===== src/rtl/api_frame_deframer_checksum_unit_macros.svh =====
// Assertion macros for the API frame deframer.
`ifndef API_FRAME_DEFRAMER_CHECKSUM_UNIT_MACROS_SVH
`define API_FRAME_DEFRAMER_CHECKSUM_UNIT_MACROS_SVH

`ifndef SYNTH
// same-cycle implication
`define AFDC_ASSERT_IMP(lbl, clk, rst, ante, cons) \
   lbl: assert property (@(posedge clk) disable iff (rst) (ante) |-> (cons)) \
      else $error("deframer assertion failed");
// next-cycle implication
`define AFDC_ASSERT_NXT(lbl, clk, rst, ante, cons) \
   lbl: assert property (@(posedge clk) disable iff (rst) (ante) |=> (cons)) \
      else $error("deframer assertion failed");
`else
`define AFDC_ASSERT_IMP(lbl, clk, rst, ante, cons)
`define AFDC_ASSERT_NXT(lbl, clk, rst, ante, cons)
`endif

`endif


===== src/rtl/afdc_pkg.sv =====
package afdc_pkg;

   typedef enum logic [4:0] {
      PH_HUNT   = 5'b00001,
      PH_LEN_HI = 5'b00010,
      PH_LEN_LO = 5'b00100,
      PH_DATA   = 5'b01000,
      PH_CHECK  = 5'b10000
   } phase_type;

   typedef enum logic [1:0] {
      KIND_DATA  = 2'd0,
      KIND_GOOD  = 2'd1,
      KIND_BAD   = 2'd2,
      KIND_EMPTY = 2'd3
   } kind_type;

   localparam logic [7:0] START_DELIM = 8'h7E;
   localparam logic [7:0] SUM_GOOD    = 8'hFF;

endpackage


===== src/rtl/api_frame_deframer_checksum_unit.sv =====
// API frame deframer with receive checksum check.
// req_ channel: one received serial byte per item (req_rx_byte), valid/ready.
// rsp_ channel: at most one result item per input byte: a frame data byte
//   with its index, a frame end (checksum good or bad, carrying the received
//   checksum byte), or a zero-length frame notice. Every item carries the
//   frame's length field.
// Bytes before a 0x7E delimiter are dropped one at a time; the two length
// bytes (high first) and a good/bad checksum byte close a frame.
// Latency: a result item appears on rsp_ the cycle after its byte is taken.
// Throughput: one byte per cycle; the parser state and the output register
// both update in the accept cycle, so nothing but the output register
// paces the input.
// Stall: req_ready is high while the output register is empty or being
// drained this cycle; a held result blocks only bytes that arrive after it.
// Reset: synchronous, active high; parser hunts for the delimiter, length,
// count and sum clear, and the output register is emptied.
module api_frame_deframer_checksum_unit
   import afdc_pkg::*;
(
   input  logic        clock,
   input  logic        reset,
   input  logic        req_valid,
   output logic        req_ready,
   input  logic [7:0]  req_rx_byte,
   output logic        rsp_valid,
   input  logic        rsp_ready,
   output logic [1:0]  rsp_kind,
   output logic [7:0]  rsp_data,
   output logic [15:0] rsp_byte_index,
   output logic [15:0] rsp_frame_length
);

`include "api_frame_deframer_checksum_unit_macros.svh"

   phase_type   phase_ff, phase_in;
   logic [15:0] length_reg_ff, length_reg_in;
   logic [15:0] byte_count_ff, byte_count_in;
   logic [7:0]  running_sum_ff, running_sum_in;

   logic        rsp_valid_ff, rsp_valid_in;
   kind_type    rsp_kind_ff, rsp_kind_in;
   logic [7:0]  rsp_data_ff, rsp_data_in;
   logic [15:0] rsp_index_ff, rsp_index_in;
   logic [15:0] rsp_flen_ff, rsp_flen_in;

   logic        accept;
   logic        emit;
   logic [15:0] count_next;
   logic [15:0] length_full;
   logic [7:0]  sum_total;

   // Output register frees up in the same cycle it is drained.
   assign req_ready = !rsp_valid_ff || rsp_ready;
   assign accept    = req_valid && req_ready;

   assign count_next  = byte_count_ff + 16'd1;
   assign length_full = {length_reg_ff[15:8], req_rx_byte};
   assign sum_total   = running_sum_ff + req_rx_byte;

   always_comb begin
      phase_in       = phase_ff;
      length_reg_in  = length_reg_ff;
      byte_count_in  = byte_count_ff;
      running_sum_in = running_sum_ff;
      emit           = 1'b0;
      rsp_kind_in    = rsp_kind_ff;
      rsp_data_in    = rsp_data_ff;
      rsp_index_in   = rsp_index_ff;
      rsp_flen_in    = rsp_flen_ff;
      if (accept) begin
         case (phase_ff)
            PH_LEN_HI: begin
               length_reg_in = {req_rx_byte, 8'h00};
               phase_in      = PH_LEN_LO;
            end
            PH_LEN_LO: begin
               length_reg_in  = length_full;
               byte_count_in  = 16'd0;
               running_sum_in = 8'd0;
               if (length_full == 16'd0) begin
                  // empty frame: report and go back to hunting
                  phase_in     = PH_HUNT;
                  emit         = 1'b1;
                  rsp_kind_in  = KIND_EMPTY;
                  rsp_data_in  = 8'd0;
                  rsp_index_in = 16'd0;
                  rsp_flen_in  = 16'd0;
               end else begin
                  phase_in = PH_DATA;
               end
            end
            PH_DATA: begin
               emit           = 1'b1;
               rsp_kind_in    = KIND_DATA;
               rsp_data_in    = req_rx_byte;
               rsp_index_in   = byte_count_ff;
               rsp_flen_in    = length_reg_ff;
               running_sum_in = sum_total;
               byte_count_in  = count_next;
               if (count_next == length_reg_ff) begin
                  phase_in = PH_CHECK;
               end
            end
            PH_CHECK: begin
               emit         = 1'b1;
               rsp_kind_in  = (sum_total == SUM_GOOD) ? KIND_GOOD : KIND_BAD;
               rsp_data_in  = req_rx_byte;
               rsp_index_in = 16'd0;
               rsp_flen_in  = length_reg_ff;
               phase_in     = PH_HUNT;
            end
            default: begin
               // hunting, byte-by-byte resync
               phase_in = (req_rx_byte == START_DELIM) ? PH_LEN_HI : PH_HUNT;
            end
         endcase
      end
   end

   always_comb begin
      rsp_valid_in = rsp_valid_ff && !rsp_ready;
      if (emit) begin
         rsp_valid_in = 1'b1;
      end
   end

   always_ff @(posedge clock) begin
      if (reset) begin
         phase_ff       <= PH_HUNT;
         length_reg_ff  <= 16'd0;
         byte_count_ff  <= 16'd0;
         running_sum_ff <= 8'd0;
         rsp_valid_ff   <= 1'b0;
      end else begin
         phase_ff       <= phase_in;
         length_reg_ff  <= length_reg_in;
         byte_count_ff  <= byte_count_in;
         running_sum_ff <= running_sum_in;
         rsp_valid_ff   <= rsp_valid_in;
      end
   end

   always_ff @(posedge clock) begin
      rsp_kind_ff  <= rsp_kind_in;
      rsp_data_ff  <= rsp_data_in;
      rsp_index_ff <= rsp_index_in;
      rsp_flen_ff  <= rsp_flen_in;
   end

   assign rsp_valid        = rsp_valid_ff;
   assign rsp_kind         = rsp_kind_ff;
   assign rsp_data         = rsp_data_ff;
   assign rsp_byte_index   = rsp_index_ff;
   assign rsp_frame_length = rsp_flen_ff;

   // data byte accepted -> data item presented next cycle
   `AFDC_ASSERT_NXT(a_data_emits, clock, reset,
      accept && (phase_ff == PH_DATA), rsp_valid_ff && (rsp_kind_ff == KIND_DATA))
   // index stays below the length while in the data phase
   `AFDC_ASSERT_IMP(a_count_in_range, clock, reset,
      phase_ff == PH_DATA, byte_count_ff < length_reg_ff)
   // a stalled input means a result is being held
   `AFDC_ASSERT_IMP(a_stall_cause, clock, reset,
      !req_ready, rsp_valid_ff && !rsp_ready)
   // delimiter while hunting always starts a length read
   `AFDC_ASSERT_NXT(a_hunt_sync, clock, reset,
      accept && (phase_ff == PH_HUNT) && (req_rx_byte == START_DELIM),
      phase_ff == PH_LEN_HI)

endmodule


===== config.mk =====
export PLATFORM = sky130hd
export DESIGN_NAME = api_frame_deframer_checksum_unit
export DESIGN_NICKNAME = d
export VERILOG_FILES = /design/src/rtl/afdc_pkg.sv /design/src/rtl/api_frame_deframer_checksum_unit.sv
export VERILOG_INCLUDE_DIRS = /design/src /design/src/rtl
export SDC_FILE = /design/constraint.sdc
export NUM_CORES = 1
export LEC_CHECK = 0
export BUFFER_PORTS_ARGS = -buffer_cell sky130_fd_sc_hd__buf_2
export CAP_MARGIN = 25
export CORE_UTILIZATION = 55
export CTS_CLUSTER_SIZE = 25
export DETAILED_ROUTE_END_ITERATION = 8
export GPL_ROUTABILITY_DRIVEN = 1
export PLACE_DENSITY_LB_ADDON = 0.1
export SLEW_MARGIN = 40
export SYNTH_ARGS = -nofsm -noshare
export SYNTH_HDL_FRONTEND = slang
export SYNTH_SLANG_ARGS = --single-unit

===== constraint.sdc =====
create_clock -name clock -period 7.3 [get_ports clock]
set_input_delay 0.365 -clock clock [delete_from_list [all_inputs] [get_ports clock]]
set_output_delay 0.365 -clock clock [all_outputs]
set_load 0.01 [all_outputs]

==> impl_metrics.ini, run 1 <==
[layout]
multi_input_area_um2 = 2180
finalInstanceArea_um2 = 5080
area_delta_synth_final_pct = 12.5
nNetsFinal = 533
fillers = 677
fin_util = 0.648
antennaDiodeCount = 0
regArea_um2 = 2180
final_layout_size_suffix_gt1_frac = 0.184

[routing]
final_antenna_net_count = 0
dr.max_layer_used = met4
post_drt_wl_per_cell_um = 18.1
drt_iter0_drc = 252
drc = 0
routed_wirelength_um = 11200
detail_route.vias_per_cell = 6.08
route.vias.total = 3764
drt-met1-wl_um = 4800
drt_pre_antenna_iters = 4
wl_met3_um = 833
route.met2.wl_um = 5280

[floorplanning]
rows = 32
io_pins = 56
die_w_um = 92.6
dieArea_um2 = 8580
die_y_um = 92.6
start_util = 0.576
coreArea_um2 = 7850

[cts]
cts_buffers = 9
cts_tree = done
clkSinkCount = 88
clock_latency_ns = 0.36
clock_path_buffers = 2
hold_buffers = 0
clkTransAtPathRegs_ns = 0.09
h-tree-depth = 3
post_cts_resize_count = 0
cts_root_buf = clkbuf_8
postCtsSetupBuffers = 0

[logic_synthesis]
synth_compound_area_frac = 0.141
syn_area_per_cell_um2 = 9.61
synth_nets = 491
synth_cells = 470
ys.warnings.count = 0
synth-seq-cells = 88
synthTopCellsByArea = edfxtp_1, dfxtp_1, and3_1
synth_top_area_share = 0.279
ys_types = 61
yosysSeqAreaShare = 0.483
yosysTopAreaCell = edfxtp_1
synth_ff_type = dfxtp_1
ys_async_sr_fraction = 0
synth_edf_count = 42
synth_top_family_by_area = simple AND/OR/NAND/NOR gates
synthSimpleGateAreaFrac = 0.254
syn_area_um2 = 4520
synthMuxAreaShare = 0.00692
yosys.area_share.adder = 0.0266
synth-xor-area-share = 0.0485

[critical_path]
crit_slowest_cell = dfxtp_1
arrival_ns = 3.21
crit_top_cell = or4_1
crit_path_max_incr_delay_ns = 0.53
crit_chain = ha_1 -> nand4_1 -> or4_1 -> a22oi_1 -> o32a_2 -> nand4_4 -> or4_1 -> and3_1
cp-start-kind = register
end_kind = register
cp_max_fo = 10
crit_required_ns = 7.56
critical_path_class = register to register

[sta]
setup_viol = 0
relSlewSlack = 0.515
tns_ns = 0
holdWs_ns = 0.320
fmax_mhz = 338
period_share = 0.405
hold_violations = 0
min_period_ns = 2.96
rsz0062_at_grt = false
tightest_slew_ns = 0.725
setup_slack_ns = 4.34
slew_viol_final = 0
finClkSkew_ns = 0.00789

[global_routing]
antenna_found_initial = 0
gr-total-overflow = 0
grt_pass1_vias = 3599
grt_max_degree = 48
grt_pass1_wl_um = 18000
grt_use_total = 0.276

[place]
placed_cell_area_um2 = 4880
io_buffers = 55
dpl.hpwl_um = 7580
dp_slack_ns = 4.12
gp_congestion = 0.890

[job]
maxCapViolations = 0

[power]
ir_drop_mv = 0.111
power_per_cell_area_nw_per_um2 = 172
leakagePower_nw = 2.15

[hold_path]
min-delay-path-class = input pin to register

[run_status]
status = complete, no violations
==> logic make-up (layout without fill, tap and decap cells) <==
family | Yosys count | in the layout
muxes | 3 | 3
AOI/OAI and AO/OA | 100 | 100
buffers and inverters | 42 | 89
adders and majority gates | 9 | 9
DFF | 88 | 88
and+or+nand+nor | 203 | 203
xor gates and xnor gates | 25 | 25
==> cells in the mapped netlist (all sizes together) (5+ instances only) <==
cell type  instances
buf                8
and3              45
nand4              9
nor3               7
xnor2             15
edfxtp            42
nor2              48
o21ai             19
dfxtp             46
nand3b             5
a21oi             36
nor2b              7
or3                5
nor4               8
ha                 8
and2               8
inv               12
a22oi             15
xor2              10
nand3             10
nand2             32
clkbuf            22
==> layout by cell type, fill, tap and decap left out, drive strengths merged, types with 3 or more instances in the layout <==
master / synthesis / final
dfxtp: 46 / 46
xor2: 10 / 10
clkbuf: 22 / 10
nand2: 32 / 32
a22oi: 15 / 15
o21a: 4 / 4
o21ai: 19 / 19
nand2b: 4 / 4
and4: 4 / 4
xnor2: 15 / 15
nand3b: 5 / 5
and2: 8 / 8
nor2b: 7 / 7
nand3: 10 / 10
a21oi: 36 / 36
inv: 12 / 14
nand4: 9 / 9
nor4: 8 / 8
or3: 5 / 5
a31oi: 3 / 3
nor3: 7 / 7
edfxtp: 42 / 42
buf: 8 / 61
and3: 45 / 45
or4: 3 / 3
a21o: 3 / 3
ha: 8 / 8
nor2: 48 / 48
==> area by class of cell <==
cell class / instances / area share
Clock inverter: 6 / 0.0133
Multi-Input combinational cell: 340 / 0.429
Sequential cell: 88 / 0.429
Timing Repair Buffer: 61 / 0.0689
Clock buffer: 10 / 0.0251
Tap cell: 102 / 0.0251
Inverter: 12 / 0.00886
==> routing by layer <==
| metal | up-vias | global-route usage |
|---|---|---|
| met1 | 1790 | 0.364 |
| li1 | 1803 | - |
| met2 | 149 | 0.435 |
| met3 | 22 | 0.0690 |
| met4 | 0 | 0.112 |
| met5 | - | 0 |
==> state kept, by name, indices dropped and copies added, names as in the netlist <==
name,count
rsp_frame_length,16
running_sum_ff,8
rsp_valid,1
length_reg_ff,16
rsp_kind,2
rsp_data,8
phase_ff,5
rsp_byte_index,16
byte_count_ff,16
==> path summary, 6_finish.rpt <==
check,start,to,slack (ns),cells past startpoint
max,byte_count_ff[0],phase_ff[0],4.34,8
min,req_rx_byte[7],length_reg_ff[15],0.32,3
max reg2reg,byte_count_ff[0],phase_ff[0],4.34,8
min reg2reg,running_sum_ff[2],running_sum_ff[2],0.51,2
==> critical path: cells and delay by family (launching register included) <==
family                     cells  cell delay (ns)
and+or+nand+nor                5             1.50
AOI/OAI and AO/OA              2             0.40
DFF                            1             0.53
adders and majority gates      1             0.42
==> power by group <==
group	total, mW	internal (mW)	switching, mW
Combinational	0.0242	0.00711	0.0171
Clock	0.338	0.160	0.178
Sequential	0.511	0.511	0.0000294
==> stage by stage <==
stage               std cells  power (mW)
floorplan                 470       0.535
global placement          601       0.546
detailed placement        603       0.546
CTS                       619       0.877
global route              619       0.904
finish                    619       0.873
Power figures use the tool's default switching activity.
==> run 2: changes to the inputs <==
--- a/config.mk
+++ b/config.mk
@@ -8,7 +8,7 @@
 export LEC_CHECK = 0
 export BUFFER_PORTS_ARGS = -buffer_cell sky130_fd_sc_hd__buf_2
 export CAP_MARGIN = 25
-export CORE_UTILIZATION = 55
+export CORE_UTILIZATION = 52
 export CTS_CLUSTER_SIZE = 25
 export DETAILED_ROUTE_END_ITERATION = 8
 export GPL_ROUTABILITY_DRIVEN = 1
==> constraint.sdc (replaced) <==
create_clock -name clock -period 2.55 [get_ports clock]
set_input_delay 0.1275 -clock clock [delete_from_list [all_inputs] [get_ports clock]]
set_output_delay 0.1275 -clock clock [all_outputs]
set_load 0.01 [all_outputs]
==> run 2 against run 1 <==
Hold slack worse by 0.23 ns; die area up 5.6%; sequential share of layout area down 1.5 points; non-clock buffer count up 30; power rose to 2.8 times the previous value; clock skew up 0.0018 ns; clock power rose to 2.6 times the previous value; final area up 3.7%; worst setup slack worse by 4.2 ns; combinational power rose to 3.1 times the previous value; register-to-register slack worse by 4.2 ns; largest cell class unchanged; largest power group unchanged; highest routed layer unchanged.
==> impl_metrics.ini, run 2 (synthesis results as in run 1) <==
[floorplanning]
dieArea_um2 = 9060
die_w_um = 95.2
io_pins = 56
rows = 33
die_y_um = 95.2
coreArea_um2 = 8300
start_util = 0.544

[cts]
cts_root_buf = clkbuf_8
clock_latency_ns = 0.37
h-tree-depth = 3
postCtsSetupBuffers = 0
cts_buffers = 9
cts_tree = done
clkTransAtPathRegs_ns = 0.09
hold_buffers = 0
clkSinkCount = 88
clock_path_buffers = 2

[hold_path]
min-delay-path-class = input pin to register

[power]
ir_drop_mv = 0.204
switchingPower_mw = 0.577
p_clk_frac = 0.365
leakagePower_nw = 2.29
power_per_cell_area_nw_per_um2 = 460
sequentialPowerShare = 0.604
comb_power_share = 0.031
p_int_mw = 1.85
p_sw_frac = 0.238
total_power_mw = 2.42

[place]
dpl.hpwl_um = 8210
gp_congestion = 0.910
io_buffers = 55
dp_slack_ns = 0.0721
placed_cell_area_um2 = 5090

[sta]
fmax_mhz = 411
relSlewSlack = 0.488
setup_viol = 0
hold_violations = 0
finClkSkew_ns = 0.00966
period_share = 0.954
setup_slack_ns = 0.116
rsz0062_at_grt = false
tns_ns = 0
slew_viol_final = 0
min_period_ns = 2.43
tightest_slew_ns = 0.767

[layout]
final_common_cell = buf_2
fin_util = 0.635
antennaDiodeCount = 0
multi_input_area_um2 = 2180
final_layout_size_suffix_gt1_frac = 0.236
finalInstanceArea_um2 = 5270
fillers = 731
mostFrequentLayoutCells = buf_2, nor2_1, and3_1, dfxtp_1, edfxtp_1
regArea_um2 = 2190
nNetsFinal = 563
area_delta_synth_final_pct = 16.7

[global_routing]
grt_use_total = 0.266
grt_use_met2 = 0.439
antenna_found_initial = 0
use_met1 = 0.357
grt_pass1_wl_um = 18000
grt_busiest_layer = met2
grt_pass1_vias = 3525
grt_use_met3 = 0.0455
gr-total-overflow = 0
grt_max_degree = 42

[critical_path]
crit_family = simple AND/OR/NAND/NOR gates
crit_path_max_incr_delay_ns = 0.50
end_kind = register
worstSetupEndpoint = phase_ff[0]
crit_cells = 8
crit_chain = ha_1 -> nand4_1 -> or4_1 -> a22oi_1 -> o32a_2 -> nand4_4 -> or4_1 -> and3_1
cp-start-kind = register
startpoint = byte_count_ff[0]
arrival_ns = 2.70
crit_top_cell = or4_1
rr_startpoint = byte_count_ff[0]
cp_max_fo = 5
critical_path_class = register to register
rr_worst_depth = 8
crit_buf_inv = 0
rrSetupSlack_ns = 0.12
crit_required_ns = 2.82
crit_slowest_cell = or4_1
timing.rr.end = phase_ff[0]

[routing]
detail_route.vias_per_cell = 5.87
final_antenna_net_count = 0
routed_wirelength_um = 11500
route.vias.total = 3826
post_drt_wl_per_cell_um = 17.6
drt_iter0_drc = 162
drc = 0
drt_pre_antenna_iters = 5

[run_status]
status = complete, no violations

[job]
maxCapViolations = 0
==> run 2: worst register-to-register path, stage by stage (launching register included) <==
cell,delay [ns]
dfxtp_1,0.38
ha_1,0.20
nand4_1,0.14
or4_1,0.50
a22oi_1,0.17
o32a_2,0.20
nand4_4,0.11
or4_1,0.48
and3_1,0.17
==> run 2: cell type report <==
| type | instances | area share |
|---|---|---|
| Clock buffer | 10 | 0.0242 |
| Clock inverter | 6 | 0.00854 |
| Inverter | 12 | 0.00854 |
| Multi-Input combinational cell | 340 | 0.413 |
| Sequential cell | 88 | 0.415 |
| Tap cell | 105 | 0.0249 |
| Timing Repair Buffer | 91 | 0.106 |
==> run 2: per-stage QoR <==
| stage | hold slack [ns] | std cells |
|---|---|---|
| final | 0.0868 | 652 |
| after global placement | 0.462 | 636 |
| after floorplan | 0.263 | 470 |
| after global routing | 0.0814 | 652 |
| after CTS | 0.0788 | 652 |
| after detailed placement | 0.465 | 636 |
==> run 2: metal layers <==
layer | share of wire | vias up
li1 | - | 1863
met1 | 0.46 | 1831
met2 | 0.48 | 114
met3 | 0.044 | 18
met4 | 0.018 | 0
met5 | 0 | -
==> run 2: what timing repair did <==
action	4_1_cts	5_1_grt
endpoints found under the setup margin	0	4
gates resized for setup	0	7
endpoints found under the hold margin	0	0
==> run 2: power groups by stage <==
stage	Combinational [mW]	Clock [mW]	Sequential [mW]
after global placement	0.0728	0	1.50
after global routing	0.0801	0.953	1.46
after floorplan	0.0349	0	1.50
after detailed placement	0.0734	0	1.50
after CTS	0.0738	0.891	1.46
final	0.0745	0.885	1.46
==> run 2: worst min path at each step <==
stage                         startpoint                end  slack (ns)  depth (start not counted)
after floorplan           req_rx_byte[4]  length_reg_ff[12]        0.26                          2
after global placement    req_rx_byte[6]  length_reg_ff[14]        0.46                          3
after detailed placement  req_rx_byte[6]  length_reg_ff[14]        0.46                          3
after CTS                 req_rx_byte[6]  length_reg_ff[14]        0.08                          3
after global routing      req_rx_byte[6]  length_reg_ff[14]        0.08                          3
final                     req_rx_byte[6]  length_reg_ff[14]        0.09                          3
==> run 3: changes to the inputs <==
--- a/config.mk
+++ b/config.mk
@@ -9,6 +9,7 @@
 export BUFFER_PORTS_ARGS = -buffer_cell sky130_fd_sc_hd__buf_2
 export CAP_MARGIN = 25
 export CORE_UTILIZATION = 52
+export CTS_BUF_LIST = sky130_fd_sc_hd__clkbuf_8 sky130_fd_sc_hd__clkbuf_16
 export CTS_CLUSTER_SIZE = 25
 export DETAILED_ROUTE_END_ITERATION = 8
 export GPL_ROUTABILITY_DRIVEN = 1
==> run 3 against run 2 <==
Hold slack improved by 0.00073 ns; sequential share of layout area did not move; critical path type unchanged; final cell count did not move; largest cell class unchanged; die area did not move.
==> impl_metrics.ini, run 3 (synthesis results as in run 1) <==
[sta]
tns_ns = 0
slew_viol_final = 0
relSlewSlack = 0.488
hold_violations = 0
period_share = 0.954
min_period_ns = 2.43
tightest_slew_ns = 0.767
setup_viol = 0
holdWs_ns = 0.0875
rsz0062_at_grt = false
fmax_mhz = 411
finClkSkew_ns = 0.00961

[global_routing]
grt_pass1_wl_um = 18000
grt_use_total = 0.266
antenna_found_initial = 0
grt_pass1_vias = 3525
gr-total-overflow = 0
grt_max_degree = 42

[cts]
postCtsSetupBuffers = 0
cts_root_buf = clkbuf_8
clkSinkCount = 88
cts_buffers = 9
hold_buffers = 0
h-tree-depth = 3
cts_tree = done
clock_path_buffers = 2
clock_latency_ns = 0.37
clkTransAtPathRegs_ns = 0.09

[place]
dpl.hpwl_um = 8210
gp_congestion = 0.910
post-place-cells = 636
placed_cell_area_um2 = 5090
io_buffers = 55

[routing]
drt_pre_antenna_iters = 5
drt_iter0_drc = 162
drc = 0
final_antenna_net_count = 0
post_drt_wl_per_cell_um = 17.6
routed_wirelength_um = 11400
detail_route.vias_per_cell = 5.86
route.vias.total = 3819

[run_status]
status = complete, no violations

[critical_path]
startpoint = byte_count_ff[0]
crit_required_ns = 2.82
rr_worst_depth = 8
cp_max_fo = 5
cp-start-kind = register
end_kind = register
rr_startpoint = byte_count_ff[0]
critical_path_class = register to register
timing.rr.end = phase_ff[0]
worstSetupEndpoint = phase_ff[0]
arrival_ns = 2.70
rrSetupSlack_ns = 0.12

[power]
power_per_cell_area_nw_per_um2 = 459
p_sw_frac = 0.238
comb_power_share = 0.031
sequentialPowerShare = 0.605
p_int_mw = 1.84
switchingPower_mw = 0.576
p_clk_frac = 0.364
ir_drop_mv = 0.204
leakagePower_nw = 2.30

[layout]
mostFrequentLayoutCells = buf_2, nor2_1, and3_1, dfxtp_1, edfxtp_1
final_layout_size_suffix_gt1_frac = 0.236
final_common_cell = buf_2
area_delta_synth_final_pct = 16.7
regArea_um2 = 2190
fillers = 731
multi_input_area_um2 = 2180
finalInstanceArea_um2 = 5270
layout.cells.non_filler = 652
antennaDiodeCount = 0
nNetsFinal = 563

[floorplanning]
die_y_um = 95.2
dieArea_um2 = 9060
die_w_um = 95.2
rows = 33
start_util = 0.544
io_pins = 56
coreArea_um2 = 8300

[hold_path]
min-delay-path-class = input pin to register

[job]
maxCapViolations = 0
## run 3: metrics by stage
step                      utilization  worst slack (ns)  power [mW]
after floorplan                     -            0.0727        1.53
after global placement          0.613             0.145        1.57
after detailed placement        0.613            0.0721        1.57
after CTS                       0.634            0.0541        2.43
after global routing            0.635           0.00408        2.49
final                           0.635             0.116        2.42
## run 3: power by group through the flow
stage               registers [mW]  clock network [mW]  logic [mW]
floorplan                     1.50                   0      0.0349
global placement              1.50                   0      0.0728
detailed placement            1.50                   0      0.0734
CTS                           1.46               0.888      0.0738
global route                  1.46               0.949      0.0801
finish                        1.46               0.880      0.0745
## run 3: metal layers
metal	wire (µm)	vias to the layer above	track usage
li1	-	1863	-
met1	5220	1831	0.357
met2	5520	109	0.439
met3	499	16	0.0455
met4	202	0	0.0795
met5	0	-	0
## run 3: critical path: stages (launching register included)
cell     delay, ns
dfxtp_1       0.38
ha_1          0.20
nand4_1       0.14
or4_1         0.50
a22oi_1       0.17
o32a_2        0.20
nand4_4       0.11
or4_1         0.48
and3_1        0.17
## run 3: final cells by class
| type | count | share of cell area |
|---|---|---|
| sequential | 88 | 0.415 |
| tap | 105 | 0.0249 |
| clock inverter | 7 | 0.00925 |
| clock buffer | 9 | 0.0235 |
| timing repair buffer | 91 | 0.106 |
| multi-input combinational | 340 | 0.413 |
| inverter | 12 | 0.00854 |
## run 3: worst min path at each step
stage / from / endpoint / slack, ns / cells after the start
3_5_place_dp: req_rx_byte[6] / length_reg_ff[14] / 0.46 / 3
5_1_grt: req_rx_byte[6] / length_reg_ff[14] / 0.08 / 3
2_1_floorplan: req_rx_byte[4] / length_reg_ff[12] / 0.26 / 2
4_1_cts: req_rx_byte[6] / length_reg_ff[14] / 0.08 / 3
3_3_place_gp: req_rx_byte[6] / length_reg_ff[14] / 0.46 / 3
6_report: req_rx_byte[6] / length_reg_ff[14] / 0.09 / 3
## run 3: timing repair
action | in CTS | in global routing
gates resized for setup | 0 | 7
hold endpoints to repair | 0 | 0
setup endpoints to repair | 0 | 4
